File: config.mk
export PLATFORM = sky130hd
export DESIGN_NAME = mqtt_packet_decoder_unit
export DESIGN_NICKNAME = d
export VERILOG_FILES = /design/src/rtl/mqtt_pd_pkg.sv /design/src/rtl/mqtt_pd_front.sv /design/src/rtl/mqtt_pd_queue.sv /design/src/rtl/mqtt_pd_back.sv /design/src/rtl/mqtt_packet_decoder_unit.sv
export SDC_FILE = /design/constraint.sdc
export NUM_CORES = 1
export LEC_CHECK = 0
export ABC_CLOCK_PERIOD_IN_PS = 12200
export BUFFER_PORTS_ARGS = -buffer_cell sky130_fd_sc_hd__buf_4
export CAP_MARGIN = 40
export CORE_AREA = 4 4 226 228
export DETAILED_ROUTE_END_ITERATION = 16
export DIE_AREA = 0 0 230 232
export HOLD_SLACK_MARGIN = 0.06
export REMOVE_ABC_BUFFERS = 1
export SLEW_MARGIN = 20
export SYNTH_ARGS = -nofsm -noshare
export SYNTH_HDL_FRONTEND = slang
export SYNTH_SLANG_ARGS = --single-unit
File: constraint.sdc
create_clock -name clk_i -period 12.2 [get_ports clk_i]
set_clock_uncertainty 0.2 [all_clocks]
set_input_delay 0.61 -clock clk_i [delete_from_list [all_inputs] [get_ports clk_i]]
set_output_delay 0.61 -clock clk_i [all_outputs]
set_load 0.03 [all_outputs]
File: src/rtl/mqtt_pd_pkg.sv
// Shared types and constants of the MQTT control packet decoder.
`timescale 1ns / 1ps
`default_nettype none
package mqtt_pd_pkg;

  // Remaining length: 7 bits per byte, at most four bytes
  localparam int unsigned MaxLengthBytes = 4;
  localparam int unsigned LenDigitBits   = 7;
  localparam int unsigned LenWidth       = 28;
  localparam int unsigned LbcWidth       = 3;

  localparam logic [7:0] SubackLenReset = 8'd3;

  // Control packet types
  localparam logic [3:0] PktConnack  = 4'd2;
  localparam logic [3:0] PktPublish  = 4'd3;
  localparam logic [3:0] PktPuback   = 4'd4;
  localparam logic [3:0] PktPubrec   = 4'd5;
  localparam logic [3:0] PktPubrel   = 4'd6;
  localparam logic [3:0] PktPubcomp  = 4'd7;
  localparam logic [3:0] PktSuback   = 4'd9;
  localparam logic [3:0] PktUnsuback = 4'd11;

  // Result status codes
  localparam logic [1:0] StOk        = 2'd0;
  localparam logic [1:0] StInvalid   = 2'd1;
  localparam logic [1:0] StMalformed = 2'd2;

  localparam logic [1:0] QosReserved = 2'd3;

  typedef enum logic [1:0] {
    PhHeader,
    PhLength,
    PhBody
  } phase_e;

  // Everything the back end needs to build one summary
  typedef struct packed {
    logic [7:0]          type_flags;
    logic [LenWidth-1:0] rem_len;
    logic [LbcWidth-1:0] len_bytes;
    logic [1:0]          status;
    logic [15:0]         topic_cnt;
    logic [15:0]         msg_ident;
    logic [15:0]         first_bytes;
  } sum_rec_t;

endpackage
`default_nettype wire

File: src/rtl/mqtt_pd_front.sv
// Byte parser: header, remaining length, body count and field capture.
`timescale 1ns / 1ps
`default_nettype none
module mqtt_pd_front (
  input  wire logic                  clk_i,
  input  wire logic                  rst_ni,
  input  wire logic                  in_valid_i,
  output logic                       in_ready_o,
  input  wire logic [7:0]            data_byte_i,
  input  wire logic                  q_full_i,
  output logic                       push_o,
  output mqtt_pd_pkg::sum_rec_t      rec_o
);

  mqtt_pd_pkg::phase_e phase_q, phase_d;
  logic [7:0]                              tf_q, tf_d;
  logic [mqtt_pd_pkg::LbcWidth-1:0]        lbc_q, lbc_d;
  logic [mqtt_pd_pkg::LenWidth-1:0]        acc_q, acc_d;
  logic [mqtt_pd_pkg::LenWidth-1:0]        cnt_q, cnt_d;
  logic [15:0]                             tl_q, tl_d;
  logic [15:0]                             pid_q, pid_d;
  logic [15:0]                             first_q, first_d;
  logic [1:0]                              status;
  logic                                    in_accept;

  assign in_ready_o = !q_full_i;
  assign in_accept  = in_valid_i && in_ready_o;

  always_comb begin
    phase_d = phase_q;
    tf_d    = tf_q;
    lbc_d   = lbc_q;
    acc_d   = acc_q;
    cnt_d   = cnt_q;
    tl_d    = tl_q;
    pid_d   = pid_q;
    first_d = first_q;
    status  = mqtt_pd_pkg::StOk;
    push_o  = 1'b0;
    if (in_accept) begin
      unique case (phase_q)
        mqtt_pd_pkg::PhHeader: begin
          tf_d    = data_byte_i;
          lbc_d   = '0;
          acc_d   = '0;
          cnt_d   = '0;
          tl_d    = '0;
          pid_d   = '0;
          first_d = '0;
          phase_d = mqtt_pd_pkg::PhLength;
        end
        mqtt_pd_pkg::PhLength: begin
          if (lbc_q < mqtt_pd_pkg::LbcWidth'(mqtt_pd_pkg::MaxLengthBytes)) begin
            acc_d = acc_q | (mqtt_pd_pkg::LenWidth'(data_byte_i[6:0])
                    << (5'(lbc_q) * 5'(mqtt_pd_pkg::LenDigitBits)));
          end
          lbc_d = lbc_q + 1'b1;
          if (data_byte_i[7]) begin
            if (lbc_d >= mqtt_pd_pkg::LbcWidth'(mqtt_pd_pkg::MaxLengthBytes)) begin
              // fourth length byte still continues: give up and resync on the next byte
              status  = mqtt_pd_pkg::StMalformed;
              push_o  = 1'b1;
              phase_d = mqtt_pd_pkg::PhHeader;
            end
          end else if (acc_d == '0) begin
            push_o  = 1'b1;
            phase_d = mqtt_pd_pkg::PhHeader;
          end else begin
            cnt_d   = '0;
            phase_d = mqtt_pd_pkg::PhBody;
          end
        end
        mqtt_pd_pkg::PhBody: begin
          if (cnt_q < mqtt_pd_pkg::LenWidth'(2)) begin
            if (tf_q[7:4] == mqtt_pd_pkg::PktPublish) begin
              tl_d = {tl_q[7:0], data_byte_i};
            end else begin
              first_d = {first_q[7:0], data_byte_i};
            end
          end else if (tf_q[7:4] == mqtt_pd_pkg::PktPublish) begin
            if (tf_q[2:1] != 2'd0 &&
                (cnt_q == mqtt_pd_pkg::LenWidth'(tl_q) + mqtt_pd_pkg::LenWidth'(2) ||
                 cnt_q == mqtt_pd_pkg::LenWidth'(tl_q) + mqtt_pd_pkg::LenWidth'(3))) begin
              pid_d = {pid_q[7:0], data_byte_i};
            end
          end else if (cnt_q == mqtt_pd_pkg::LenWidth'(2)) begin
            // third body byte: SUBACK return code
            tl_d = {8'd0, data_byte_i};
          end
          cnt_d = cnt_q + 1'b1;
          if (cnt_d >= acc_q) begin
            push_o  = 1'b1;
            phase_d = mqtt_pd_pkg::PhHeader;
          end
        end
        default: begin
          phase_d = mqtt_pd_pkg::PhHeader;
        end
      endcase
    end
    rec_o.type_flags  = tf_d;
    rec_o.rem_len     = acc_d;
    rec_o.len_bytes   = lbc_d;
    rec_o.status      = status;
    rec_o.topic_cnt   = tl_d;
    rec_o.msg_ident   = pid_d;
    rec_o.first_bytes = first_d;
  end

  always_ff @(posedge clk_i or negedge rst_ni) begin
    if (!rst_ni) begin
      phase_q <= mqtt_pd_pkg::PhHeader;
      tf_q    <= '0;
      lbc_q   <= '0;
      acc_q   <= '0;
      cnt_q   <= '0;
      tl_q    <= '0;
      pid_q   <= '0;
      first_q <= '0;
    end else begin
      phase_q <= phase_d;
      tf_q    <= tf_d;
      lbc_q   <= lbc_d;
      acc_q   <= acc_d;
      cnt_q   <= cnt_d;
      tl_q    <= tl_d;
      pid_q   <= pid_d;
      first_q <= first_d;
    end
  end

endmodule
`default_nettype wire

File: src/rtl/mqtt_pd_queue.sv
// Two-entry queue of packet summary records between parser and back end.
`timescale 1ns / 1ps
`default_nettype none
module mqtt_pd_queue (
  input  wire logic                  clk_i,
  input  wire logic                  rst_ni,
  input  wire logic                  push_i,
  input  mqtt_pd_pkg::sum_rec_t      rec_i,
  output logic                       full_o,
  input  wire logic                  pop_i,
  output logic                       valid_o,
  output mqtt_pd_pkg::sum_rec_t      rec_o
);

  mqtt_pd_pkg::sum_rec_t mem_q [2];
  logic       wr_ptr_q, wr_ptr_d;
  logic       rd_ptr_q, rd_ptr_d;
  logic [1:0] count_q, count_d;
  logic       do_push, do_pop;

  assign full_o  = (count_q == 2'd2);
  assign valid_o = (count_q != 2'd0);
  assign rec_o   = mem_q[rd_ptr_q];
  assign do_push = push_i && !full_o;
  assign do_pop  = pop_i && valid_o;

  always_comb begin
    wr_ptr_d = wr_ptr_q ^ do_push;
    rd_ptr_d = rd_ptr_q ^ do_pop;
    count_d  = count_q + 2'(do_push) - 2'(do_pop);
  end

  always_ff @(posedge clk_i or negedge rst_ni) begin
    if (!rst_ni) begin
      wr_ptr_q <= 1'b0;
      rd_ptr_q <= 1'b0;
      count_q  <= 2'd0;
    end else begin
      wr_ptr_q <= wr_ptr_d;
      rd_ptr_q <= rd_ptr_d;
      count_q  <= count_d;
    end
  end

  always_ff @(posedge clk_i) begin
    if (do_push) begin
      mem_q[wr_ptr_q] <= rec_i;
    end
  end

endmodule
`default_nettype wire

File: src/rtl/mqtt_pd_back.sv
// Summary builder: per-type checks and field extraction into the output register.
`timescale 1ns / 1ps
`default_nettype none
module mqtt_pd_back (
  input  wire logic                                clk_i,
  input  wire logic                                rst_ni,
  input  wire logic                                q_valid_i,
  input  mqtt_pd_pkg::sum_rec_t                    rec_i,
  output logic                                     pop_o,
  input  wire logic [7:0]                          suback_len_i,
  output logic                                     out_valid_o,
  input  wire logic                                out_ready_i,
  output logic [3:0]                               ctrl_type_o,
  output logic [3:0]                               header_flags_o,
  output logic [mqtt_pd_pkg::LenWidth-1:0]         remaining_length_o,
  output logic [1:0]                               status_o,
  output logic                                     sess_flag_o,
  output logic [7:0]                               return_code_o,
  output logic [15:0]                              msg_ident_o,
  output logic [1:0]                               qos_level_o,
  output logic [15:0]                              topic_size_o,
  output logic [2:0]                               topic_offset_o,
  output logic [16:0]                              data_offset_o,
  output logic [mqtt_pd_pkg::LenWidth-1:0]         data_length_o
);

  logic                                 valid_q;
  logic [3:0]                           ptype_q, flags_q;
  logic [mqtt_pd_pkg::LenWidth-1:0]     len_q, dlen_q;
  logic [1:0]                           st_q, qos_q;
  logic                                 sp_q;
  logic [7:0]                           rc_q;
  logic [15:0]                          pid_q, tl_q;
  logic [2:0]                           toff_q;
  logic [16:0]                          doff_q;

  logic [3:0]                           ptype, flags;
  logic [mqtt_pd_pkg::LenWidth-1:0]     len, dlen;
  logic [1:0]                           st, qos;
  logic                                 sp;
  logic [7:0]                           rc;
  logic [15:0]                          pid, tl;
  logic [2:0]                           toff;
  logic [16:0]                          doff;
  logic [17:0]                          need;

  assign pop_o = q_valid_i && (!valid_q || out_ready_i);

  always_comb begin
    ptype = rec_i.type_flags[7:4];
    flags = rec_i.type_flags[3:0];
    len   = rec_i.rem_len;
    st    = rec_i.status;
    sp    = 1'b0;
    rc    = '0;
    pid   = '0;
    qos   = '0;
    tl    = '0;
    toff  = '0;
    doff  = '0;
    dlen  = '0;
    need  = 18'd2 + 18'(rec_i.topic_cnt) + ((flags[2:1] != 2'd0) ? 18'd2 : 18'd0);
    if (st == mqtt_pd_pkg::StOk) begin
      unique case (ptype)
        mqtt_pd_pkg::PktConnack: begin
          if (len != mqtt_pd_pkg::LenWidth'(2) || flags != 4'd0) st = mqtt_pd_pkg::StInvalid;
          sp = rec_i.first_bytes[8];
          rc = rec_i.first_bytes[7:0];
        end
        mqtt_pd_pkg::PktPuback, mqtt_pd_pkg::PktPubrec,
        mqtt_pd_pkg::PktPubcomp, mqtt_pd_pkg::PktUnsuback: begin
          if (len != mqtt_pd_pkg::LenWidth'(2) || flags != 4'd0) st = mqtt_pd_pkg::StInvalid;
          pid = rec_i.first_bytes;
        end
        mqtt_pd_pkg::PktPubrel: begin
          if (len != mqtt_pd_pkg::LenWidth'(2) || flags != 4'd2) st = mqtt_pd_pkg::StInvalid;
          pid = rec_i.first_bytes;
        end
        mqtt_pd_pkg::PktSuback: begin
          if (len != mqtt_pd_pkg::LenWidth'(suback_len_i) || flags != 4'd0) begin
            st = mqtt_pd_pkg::StInvalid;
          end
          pid = rec_i.first_bytes;
          rc  = rec_i.topic_cnt[7:0];
        end
        mqtt_pd_pkg::PktPublish: begin
          qos = flags[2:1];
          tl  = rec_i.topic_cnt;
          if (qos == mqtt_pd_pkg::QosReserved || len < mqtt_pd_pkg::LenWidth'(2) ||
              len < mqtt_pd_pkg::LenWidth'(need)) begin
            st = mqtt_pd_pkg::StInvalid;
          end else begin
            pid  = rec_i.msg_ident;
            // offsets follow the length digits actually received
            toff = 3'd3 + rec_i.len_bytes;
            doff = 17'd1 + 17'(rec_i.len_bytes) + need[16:0];
            dlen = len - mqtt_pd_pkg::LenWidth'(need);
          end
        end
        default: begin
          st = mqtt_pd_pkg::StOk;
        end
      endcase
    end
    if (st != mqtt_pd_pkg::StOk) begin
      sp   = 1'b0;
      rc   = '0;
      pid  = '0;
      qos  = '0;
      tl   = '0;
      toff = '0;
      doff = '0;
      dlen = '0;
    end
  end

  always_ff @(posedge clk_i or negedge rst_ni) begin
    if (!rst_ni) begin
      valid_q <= 1'b0;
    end else if (pop_o) begin
      valid_q <= 1'b1;
    end else if (out_ready_i) begin
      valid_q <= 1'b0;
    end
  end

  always_ff @(posedge clk_i) begin
    if (pop_o) begin
      ptype_q <= ptype;
      flags_q <= flags;
      len_q   <= len;
      st_q    <= st;
      sp_q    <= sp;
      rc_q    <= rc;
      pid_q   <= pid;
      qos_q   <= qos;
      tl_q    <= tl;
      toff_q  <= toff;
      doff_q  <= doff;
      dlen_q  <= dlen;
    end
  end

  assign out_valid_o        = valid_q;
  assign ctrl_type_o        = ptype_q;
  assign header_flags_o     = flags_q;
  assign remaining_length_o = len_q;
  assign status_o           = st_q;
  assign sess_flag_o        = sp_q;
  assign return_code_o      = rc_q;
  assign msg_ident_o        = pid_q;
  assign qos_level_o        = qos_q;
  assign topic_size_o       = tl_q;
  assign topic_offset_o     = toff_q;
  assign data_offset_o      = doff_q;
  assign data_length_o      = dlen_q;

endmodule
`default_nettype wire

File: src/rtl/mqtt_packet_decoder_unit.sv
// MQTT 3.1.1 control packet decoder, top level.
//
// Takes the received stream one byte per cycle and gives one summary per packet:
// type and flags, decoded remaining length, a status (ok, invalid length or flags,
// malformed length encoding) and the captured fields of CONNACK, the acks, SUBACK
// and PUBLISH; topic and payload bytes are counted through, not passed on. The
// parser takes a byte every cycle as long as its two-entry summary queue has room,
// so the rate is one byte per cycle and only a stalled result port slows it. The
// summary of a packet goes from that queue into the output register. suback_expected_len
// is set through the configuration channel (reset value 3) and is to be written only
// while the decoder is idle; the block itself does not enforce this.
`timescale 1ns / 1ps
`default_nettype none
module mqtt_packet_decoder_unit (
  input  wire logic        clk_i,
  input  wire logic        rst_ni,
  input  wire logic        cfg_valid_i,
  output logic             cfg_ready_o,
  input  wire logic [7:0]  cfg_suback_expected_len_i,
  input  wire logic        in_valid_i,
  output logic             in_ready_o,
  input  wire logic [7:0]  data_byte_i,
  output logic             out_valid_o,
  input  wire logic        out_ready_i,
  output logic [3:0]       ctrl_type_o,
  output logic [3:0]       header_flags_o,
  output logic [27:0]      remaining_length_o,
  output logic [1:0]       status_o,
  output logic             sess_flag_o,
  output logic [7:0]       return_code_o,
  output logic [15:0]      msg_ident_o,
  output logic [1:0]       qos_level_o,
  output logic [15:0]      topic_size_o,
  output logic [2:0]       topic_offset_o,
  output logic [16:0]      data_offset_o,
  output logic [27:0]      data_length_o
);

  logic [7:0]             suback_len_val_q;
  logic                   q_full, q_push, q_pop, q_valid;
  mqtt_pd_pkg::sum_rec_t  front_rec, queue_rec;

  assign cfg_ready_o = 1'b1;

  always_ff @(posedge clk_i or negedge rst_ni) begin
    if (!rst_ni) begin
      suback_len_val_q <= mqtt_pd_pkg::SubackLenReset;
    end else if (cfg_valid_i && cfg_ready_o) begin
      suback_len_val_q <= cfg_suback_expected_len_i;
    end
  end

  mqtt_pd_front u_front (
    .clk_i       (clk_i),
    .rst_ni      (rst_ni),
    .in_valid_i  (in_valid_i),
    .in_ready_o  (in_ready_o),
    .data_byte_i (data_byte_i),
    .q_full_i    (q_full),
    .push_o      (q_push),
    .rec_o       (front_rec)
  );

  mqtt_pd_queue u_queue (
    .clk_i   (clk_i),
    .rst_ni  (rst_ni),
    .push_i  (q_push),
    .rec_i   (front_rec),
    .full_o  (q_full),
    .pop_i   (q_pop),
    .valid_o (q_valid),
    .rec_o   (queue_rec)
  );

  mqtt_pd_back u_back (
    .clk_i              (clk_i),
    .rst_ni             (rst_ni),
    .q_valid_i          (q_valid),
    .rec_i              (queue_rec),
    .pop_o              (q_pop),
    .suback_len_i       (suback_len_val_q),
    .out_valid_o        (out_valid_o),
    .out_ready_i        (out_ready_i),
    .ctrl_type_o        (ctrl_type_o),
    .header_flags_o     (header_flags_o),
    .remaining_length_o (remaining_length_o),
    .status_o           (status_o),
    .sess_flag_o        (sess_flag_o),
    .return_code_o      (return_code_o),
    .msg_ident_o        (msg_ident_o),
    .qos_level_o        (qos_level_o),
    .topic_size_o       (topic_size_o),
    .topic_offset_o     (topic_offset_o),
    .data_offset_o      (data_offset_o),
    .data_length_o      (data_length_o)
  );

  // a summary is never pushed into a full queue
  assert property (@(posedge clk_i) disable iff (!rst_ni) !(q_push && q_full))
    else $error("summary pushed into full queue");

  // any error status clears all per-type fields
  assert property (@(posedge clk_i) disable iff (!rst_ni)
    out_valid_o && status_o != mqtt_pd_pkg::StOk |->
      msg_ident_o == 16'd0 && return_code_o == 8'd0 && data_length_o == 28'd0 &&
      data_offset_o == 17'd0 && sess_flag_o == 1'b0)
    else $error("error summary carries field data");

  // an accepted PUBLISH never reports the reserved qos
  assert property (@(posedge clk_i) disable iff (!rst_ni)
    out_valid_o && status_o == mqtt_pd_pkg::StOk &&
      ctrl_type_o == mqtt_pd_pkg::PktPublish |-> qos_level_o != mqtt_pd_pkg::QosReserved)
    else $error("publish passed with reserved qos");

  // the output register only loads from a waiting queue entry
  assert property (@(posedge clk_i) disable iff (!rst_ni) q_pop |-> q_valid)
    else $error("pop from empty queue");

  // the configured length only changes on a configuration transfer
  assert property (@(posedge clk_i) disable iff (!rst_ni)
    !(cfg_valid_i && cfg_ready_o) |=> $stable(suback_len_val_q))
    else $error("suback length changed without a write");

endmodule
`default_nettype wire

# Yosys cells after proc, flatten, opt, wreduce, memory -nomap -nowiden
# Memory sizes are Yosys's and may differ from the RTL's.
# Index checks and enable logic that the tools add are counted.
# classes
n_bitwise	6
muxes	56
n_div	0
mul	1
n_eq_ne	23
addsub	12
n_shift	1
order_cmp	6
n_reduce_logical	32
# ops
cell	n
2-to-1 mux 16 bit	13
2-to-1 mux 28 bit	6
one-hot mux 16 bit (2 select lines)	4
one-hot mux 28 bit (3 select lines)	1
equality test 28 bit	2
< comparator 28 x 2 -> 1 bit, second input constant	2
one-hot mux 28 bit (2 select lines)	1
adder 16 x 2 -> 17 bit, second input constant	2
adder 28 x 1 -> 28 bit, second input constant	1
equality test 28 x 2 -> 1 bit, second input constant	1
>= comparator 28 bit	1
zero test 28 bit	1
< comparator 28 x 18 -> 1 bit	1
2-to-1 mux 2 bit	14
inequality test 28 x 2 -> 1 bit, second input constant	1
inequality test 28 x 8 -> 1 bit	1
OR 28 bit	1
left shift 7 x 5 -> 28 bit	1
subtractor 28 x 18 -> 28 bit	1
adder 18 bit	1
adder 17 bit	1
adder 2 x 16 -> 17 bit, first input constant	1
equality test 4 x 3 -> 1 bit, second input constant	4
2-to-1 mux 8 bit	2
39 further kinds	73
# totals
register_bits	259
n_memories	1
ramBits	178
mem_bits_ro	0
elab_cells	163
in_bits	21
latch_bits	0
out_inout_bits	132
# memory_table
name	depth	word_bits	read_ports	rd_clocked_by_memory_dff	write_ports	line	source
u_queue.mem_q	2	89	1	0	1	mqtt_pd_queue.sv:15	mqtt_pd_pkg::sum_rec_t mem_q [2];

# Logic depth before layout (Yosys ltp)
# depth
word_depth	14
depth_mapped	29
depth_no_buf	20

# Hierarchy
# A second synthesis with hierarchy kept.
# unflattened
hier_cells	1807
area_unflattened_um2	22093.7
# modules_own_cells
module	seq_area_each_um2	n_inst	area_per_inst_um2	cells_per_inst
mqtt_pd_front	2927.8	1	8216.6	896
mqtt_pd_back	3898.7	1	6827.8	595
mqtt_pd_queue	5445.2	1	6703.9	297
mqtt_packet_decoder_unit	202.7	1	345.3	19

# Least setup slack after synthesis
# Ideal clock, no wire load.
# synth_timing
path_kind	input-to-reg
from	input out_ready_i
to	register u_queue.count_q[1]
slack_ns	3.502
stages	7
arrival_time_ns	8.418
cell_sequence	inv_1 -> a21oi_1 -> ha_1 -> inv_1 -> ha_1 -> xnor2_1 -> xnor2_1
# synth_between
elab_chain_len	4
# synth_rtl
element	line	source
from (decl)	mqtt_packet_decoder_unit.sv:24	input wire logic out_ready_i,
logical OR 1 bit	mqtt_pd_back.sv:47	assign pop_o = q_valid_i && (!valid_q || out_ready_i);
logical AND 1 bit	mqtt_pd_back.sv:47	
net q_pop	mqtt_packet_decoder_unit.sv:40	logic q_full, q_push, q_pop, q_valid;
logical AND 1 bit	mqtt_pd_queue.sv:25	assign do_pop = pop_i && valid_o;
subtractor 2 x 1 -> 2 bit	mqtt_pd_queue.sv:30	count_d = count_q + 2'(do_push) - 2'(do_pop);
net u_queue.count_d[1]	mqtt_pd_queue.sv:18	logic [1:0] count_q, count_d;
to (signal assigned)	mqtt_pd_queue.sv:41	count_q <= count_d;
to (decl)	mqtt_pd_queue.sv:18	
# The timed path passes the listed nets, and every way through them passes these cells.
# A chain may end at the register's enable or synchronous reset.

==> impl_metrics.py <==
metrics = {
    "outcome": {
        "run_status": "complete, no violations",
    },
    "yosys": {
        "synth.distinct_cells": 85,
        "synth_top_cells_by_area": "sky130_fd_sc_hd__edfxtp_1 42%, sky130_fd_sc_hd__dfrtp_1 15%, sky130_fd_sc_hd__mux2_2 4.4%",
        "synthesis.instances": 1903,
        "seq_area_frac_synth": 0.568,
        "synth_warnings": 0,
        "ys_dominant_reg_cell": "sky130_fd_sc_hd__edfxtp_1",
        "synth-edff-count": 305,
        "synth_most_common_cell": "sky130_fd_sc_hd__edfxtp_1",
        "synth_common_cells": "305 x sky130_fd_sc_hd__edfxtp_1, 158 x sky130_fd_sc_hd__nand2_1, 147 x sky130_fd_sc_hd__nor2_1",
        "syn_area_um2": 21900,
        "synth-seq-cells": 435,
        "async_reset_ff_frac": 0.299,
        "post-synth-top-area-fraction": 0.419,
        "synth.avg_cell_area_um2": 11.5,
        "yosys.area.top_type": "sky130_fd_sc_hd__edfxtp_1",
    },
    "floorplanning": {
        "floorplan.io_pins": 153,
        "placement_rows": 81,
        "coreArea_um2": 48800,
        "die_area_um2": 53400,
        "die-height_um": 232,
        "initial_core_util": 0.448,
        "floorplan.die.width_um": 230,
    },
    "layout": {
        "final_core_utilization": 0.524,
        "design.final.nets": 2155,
        "drive_gt1_frac": 0.182,
        "final_cell_count_no_fill": 2764,
        "area_delta_synth_final_pct": 17.1,
        "finish.instance_area_um2": 25600,
    },
    "clock_tree": {
        "worst_skew_pair.late_latency_ns": 0.59,
        "cts_made_buffers": 47,
        "cts_repair_resize_count": 0,
        "cts.sinks": 435,
        "cts.path.max_buffers": 3,
        "post_cts_clock_slew_at_the_launch_and_capture_registers_of_the_worst_setup_and_hold_paths_ns": 0.06,
        "cts.htree.levels": 2,
        "cts_root_buf": "sky130_fd_sc_hd__clkbuf_16",
        "cts_hold_buffers_added": 10,
        "cts_tree": "done",
        "postCtsSetupBuffers": 0,
    },
    "sta": {
        "drv_slew": 0,
        "setup_repair_after_global_routing_missed_its_margin": "no",
        "final_worst_path_period_need_ns": 6.92,
        "fin_crit_sh": 0.567,
        "worstMarginPinSlew_ns": 0.857,
        "clock.fmax_mhz": 144,
        "setup_viol": 0,
        "final.setup.tns_ns": 0,
        "relative_slew_slack": 0.423,
        "finalHoldViolations": 0,
    },
    "pwr": {
        "max-vdd-ir-drop_v": 0.000108,
        "report.power.total_uw": 6370,
        "static-leakage-power_uw": 0.0100,
        "powerDensity_nw_per_um2": 249,
    },
    "detailed_routing": {
        "first_iter_violations": 1284,
        "drc": 0,
        "detail_route.wl_per_cell_um": 21.3,
        "antenna_violating_nets_post_route": 0,
        "via_count": 15500,
        "vias_per_cell": 5.62,
        "detail_route.wirelength_um": 58800,
        "drt_pass_1_iters": 5,
    },
    "worst_setup_path": {
        "worstSetupEndpointType": "flop",
        "cp.required_ns": 12.31,
        "timing_worst_setup_path_type": "flop to flop",
        "launching_instance_or_port_of_the_critical_path": "u_queue.rd_ptr_q",
        "worstPathMaxFanout": 47,
        "worst_r2r_startpoint": "u_queue.rd_ptr_q",
        "timing.reg2reg.worst_path_depth": 19,
        "worstPathArrival_ns": 7.03,
        "crit_path_start_kind": "flop",
    },
    "grt": {
        "globalRoute.totalOverflow": 0,
        "pin_count_of_the_biggest_net_entering_global_routing": 74,
        "grt_usage": 0.216,
        "grt_first_pass_wirelength_um": 90300,
        "first_global_vias": 15200,
        "antenna_found_initial": 0,
    },
    "placed_design": {
        "placement.cell_area_um2": 23900,
        "dp_hpwl_um": 42400,
        "dp.cells": 2661,
        "gp_congestion": 0.886,
        "numPortBuffers": 151,
    },
    "hold_path": {
        "type_of_the_worst_min_delay_path": "input pin to flop",
        "holdCritStartpoint": "cfg_valid_i",
        "min_path_cells": 2,
    },
    "flow_run": {
        "count_of_max_cap_constraint_violations": 0,
    },
}
==> cell families after synthesis <==
group | Yosys count | synth area share
and+or+nand+nor | 610 | 0.140
DFF | 435 | 0.568
AOI/OAI and AO/OA | 367 | 0.106
buffers and inverters | 175 | 0.0322
muxes | 123 | 0.0636
xor gates and xnor gates | 119 | 0.0477
adders and majority gates | 73 | 0.0431
other | 1 | 0.000171
==> layout make-up <==
cell class                 count  area [um^2]
timing repair buffer         197         1650
clock buffer                  69         1380
clock inverter                18          196
multi-input combinational   1294         8810
sequential                   435        12400
fill                        4305        23200
tap                          664          831
inverter                      86          323
antenna                        1         2.50
==> power by group <==
part | internal [uW] | total [uW] | leakage (uW) | switching [uW]
Combinational | 1000 | 2780 | 0.00454 | 1780
Sequential | 1960 | 2150 | 0.00468 | 190
Clock | 852 | 1440 | 0.000778 | 586
==> critical path, stage by stage, from the launching register on <==
cell	delay [ns]
sky130_fd_sc_hd__dfrtp_4	0.87
sky130_fd_sc_hd__buf_4	0.36
sky130_fd_sc_hd__mux2i_1	0.32
sky130_fd_sc_hd__inv_1	0.10
sky130_fd_sc_hd__ha_1	0.28
sky130_fd_sc_hd__xnor2_1	0.40
sky130_fd_sc_hd__o2111ai_1	0.35
sky130_fd_sc_hd__nor4_1	0.75
sky130_fd_sc_hd__nand3_1	0.30
sky130_fd_sc_hd__a211o_1	0.43
sky130_fd_sc_hd__ha_1	0.37
sky130_fd_sc_hd__a21o_1	0.19
sky130_fd_sc_hd__a21oi_1	0.17
sky130_fd_sc_hd__o21a_1	0.18
sky130_fd_sc_hd__nand2_1	0.06
sky130_fd_sc_hd__a21o_1	0.15
sky130_fd_sc_hd__buf_4	0.23
sky130_fd_sc_hd__o21bai_2	0.59
sky130_fd_sc_hd__buf_8	0.24
sky130_fd_sc_hd__a21oi_1	0.06
==> sequential cells by signal, summed over array words and instances (netlist names), 8 cells and up <==
register,flops
u_back.remaining_length_o,28
suback_len_val_q,8
u_front.tl_q,16
u_front.cnt_q,28
u_front.first_q,16
u_front.pid_q,16
u_front.acc_q,28
u_front.tf_q,8
u_back.msg_ident_o,16
u_back.data_offset_o,17
u_back.data_length_o,28
u_back.return_code_o,8
u_queue.mem_q,176
u_back.topic_size_o,16
==> metal layers <==
metal | up-vias | part of all wire | routed length (um) | global-route usage
met3 | 97 | 0.051 | 3010 | 0.0328
met5 | - | 0 | 0 | 0
met4 | 0 | 0.026 | 1500 | 0.0607
met2 | 470 | 0.46 | 26900 | 0.340
met1 | 7665 | 0.47 | 27300 | 0.312
li1 | 7314 | - | - | -
==> layout by cell type, fill, tap and decap left out, types with 14 or more instances in the layout <==
cell type	instances
sky130_fd_sc_hd__mux2i_1	32
sky130_fd_sc_hd__buf_4	173
sky130_fd_sc_hd__a22o_1	32
sky130_fd_sc_hd__edfxtp_1	305
sky130_fd_sc_hd__nand3_1	49
sky130_fd_sc_hd__nor2_1	147
sky130_fd_sc_hd__nor2b_1	20
sky130_fd_sc_hd__nand4_1	36
sky130_fd_sc_hd__clkbuf_16	48
sky130_fd_sc_hd__xor2_1	55
sky130_fd_sc_hd__mux2_2	86
sky130_fd_sc_hd__o21ai_0	101
sky130_fd_sc_hd__inv_1	86
sky130_fd_sc_hd__a22oi_1	14
sky130_fd_sc_hd__and2_1	27
sky130_fd_sc_hd__a21o_1	16
sky130_fd_sc_hd__nor4_1	27
sky130_fd_sc_hd__ha_1	67
sky130_fd_sc_hd__xnor2_1	64
sky130_fd_sc_hd__nor3_1	38
sky130_fd_sc_hd__a21oi_1	111
sky130_fd_sc_hd__nand2b_1	21
sky130_fd_sc_hd__and3_1	20
sky130_fd_sc_hd__nand2_1	157
sky130_fd_sc_hd__dfrtp_1	127
==> through the flow <==
| stage | hold WS [ns] | setup slack [ns] |
|---|---|---|
| after floorplan | 0.114 | 3.50 |
| after global placement | 0.297 | 4.85 |
| after detailed placement | 0.290 | 5.39 |
| after CTS | 0.138 | 5.38 |
| after global routing | 0.164 | 4.76 |
| final | 0.182 | 5.28 |
==> path summary, 6_finish.rpt <==
path	to	slack (ns)
worst max-delay path	u_back.msg_ident_o[1]	5.28
worst min-delay path	suback_len_val_q[3]	0.18
worst max register to register	u_back.msg_ident_o[1]	5.28
worst min register to register	u_queue.count_q[1]	0.30
max in group asynchronous	u_front.cnt_q[11]	10.17
min in group asynchronous	u_queue.rd_ptr_q	0.44
Power figures use the tool's default switching activity.
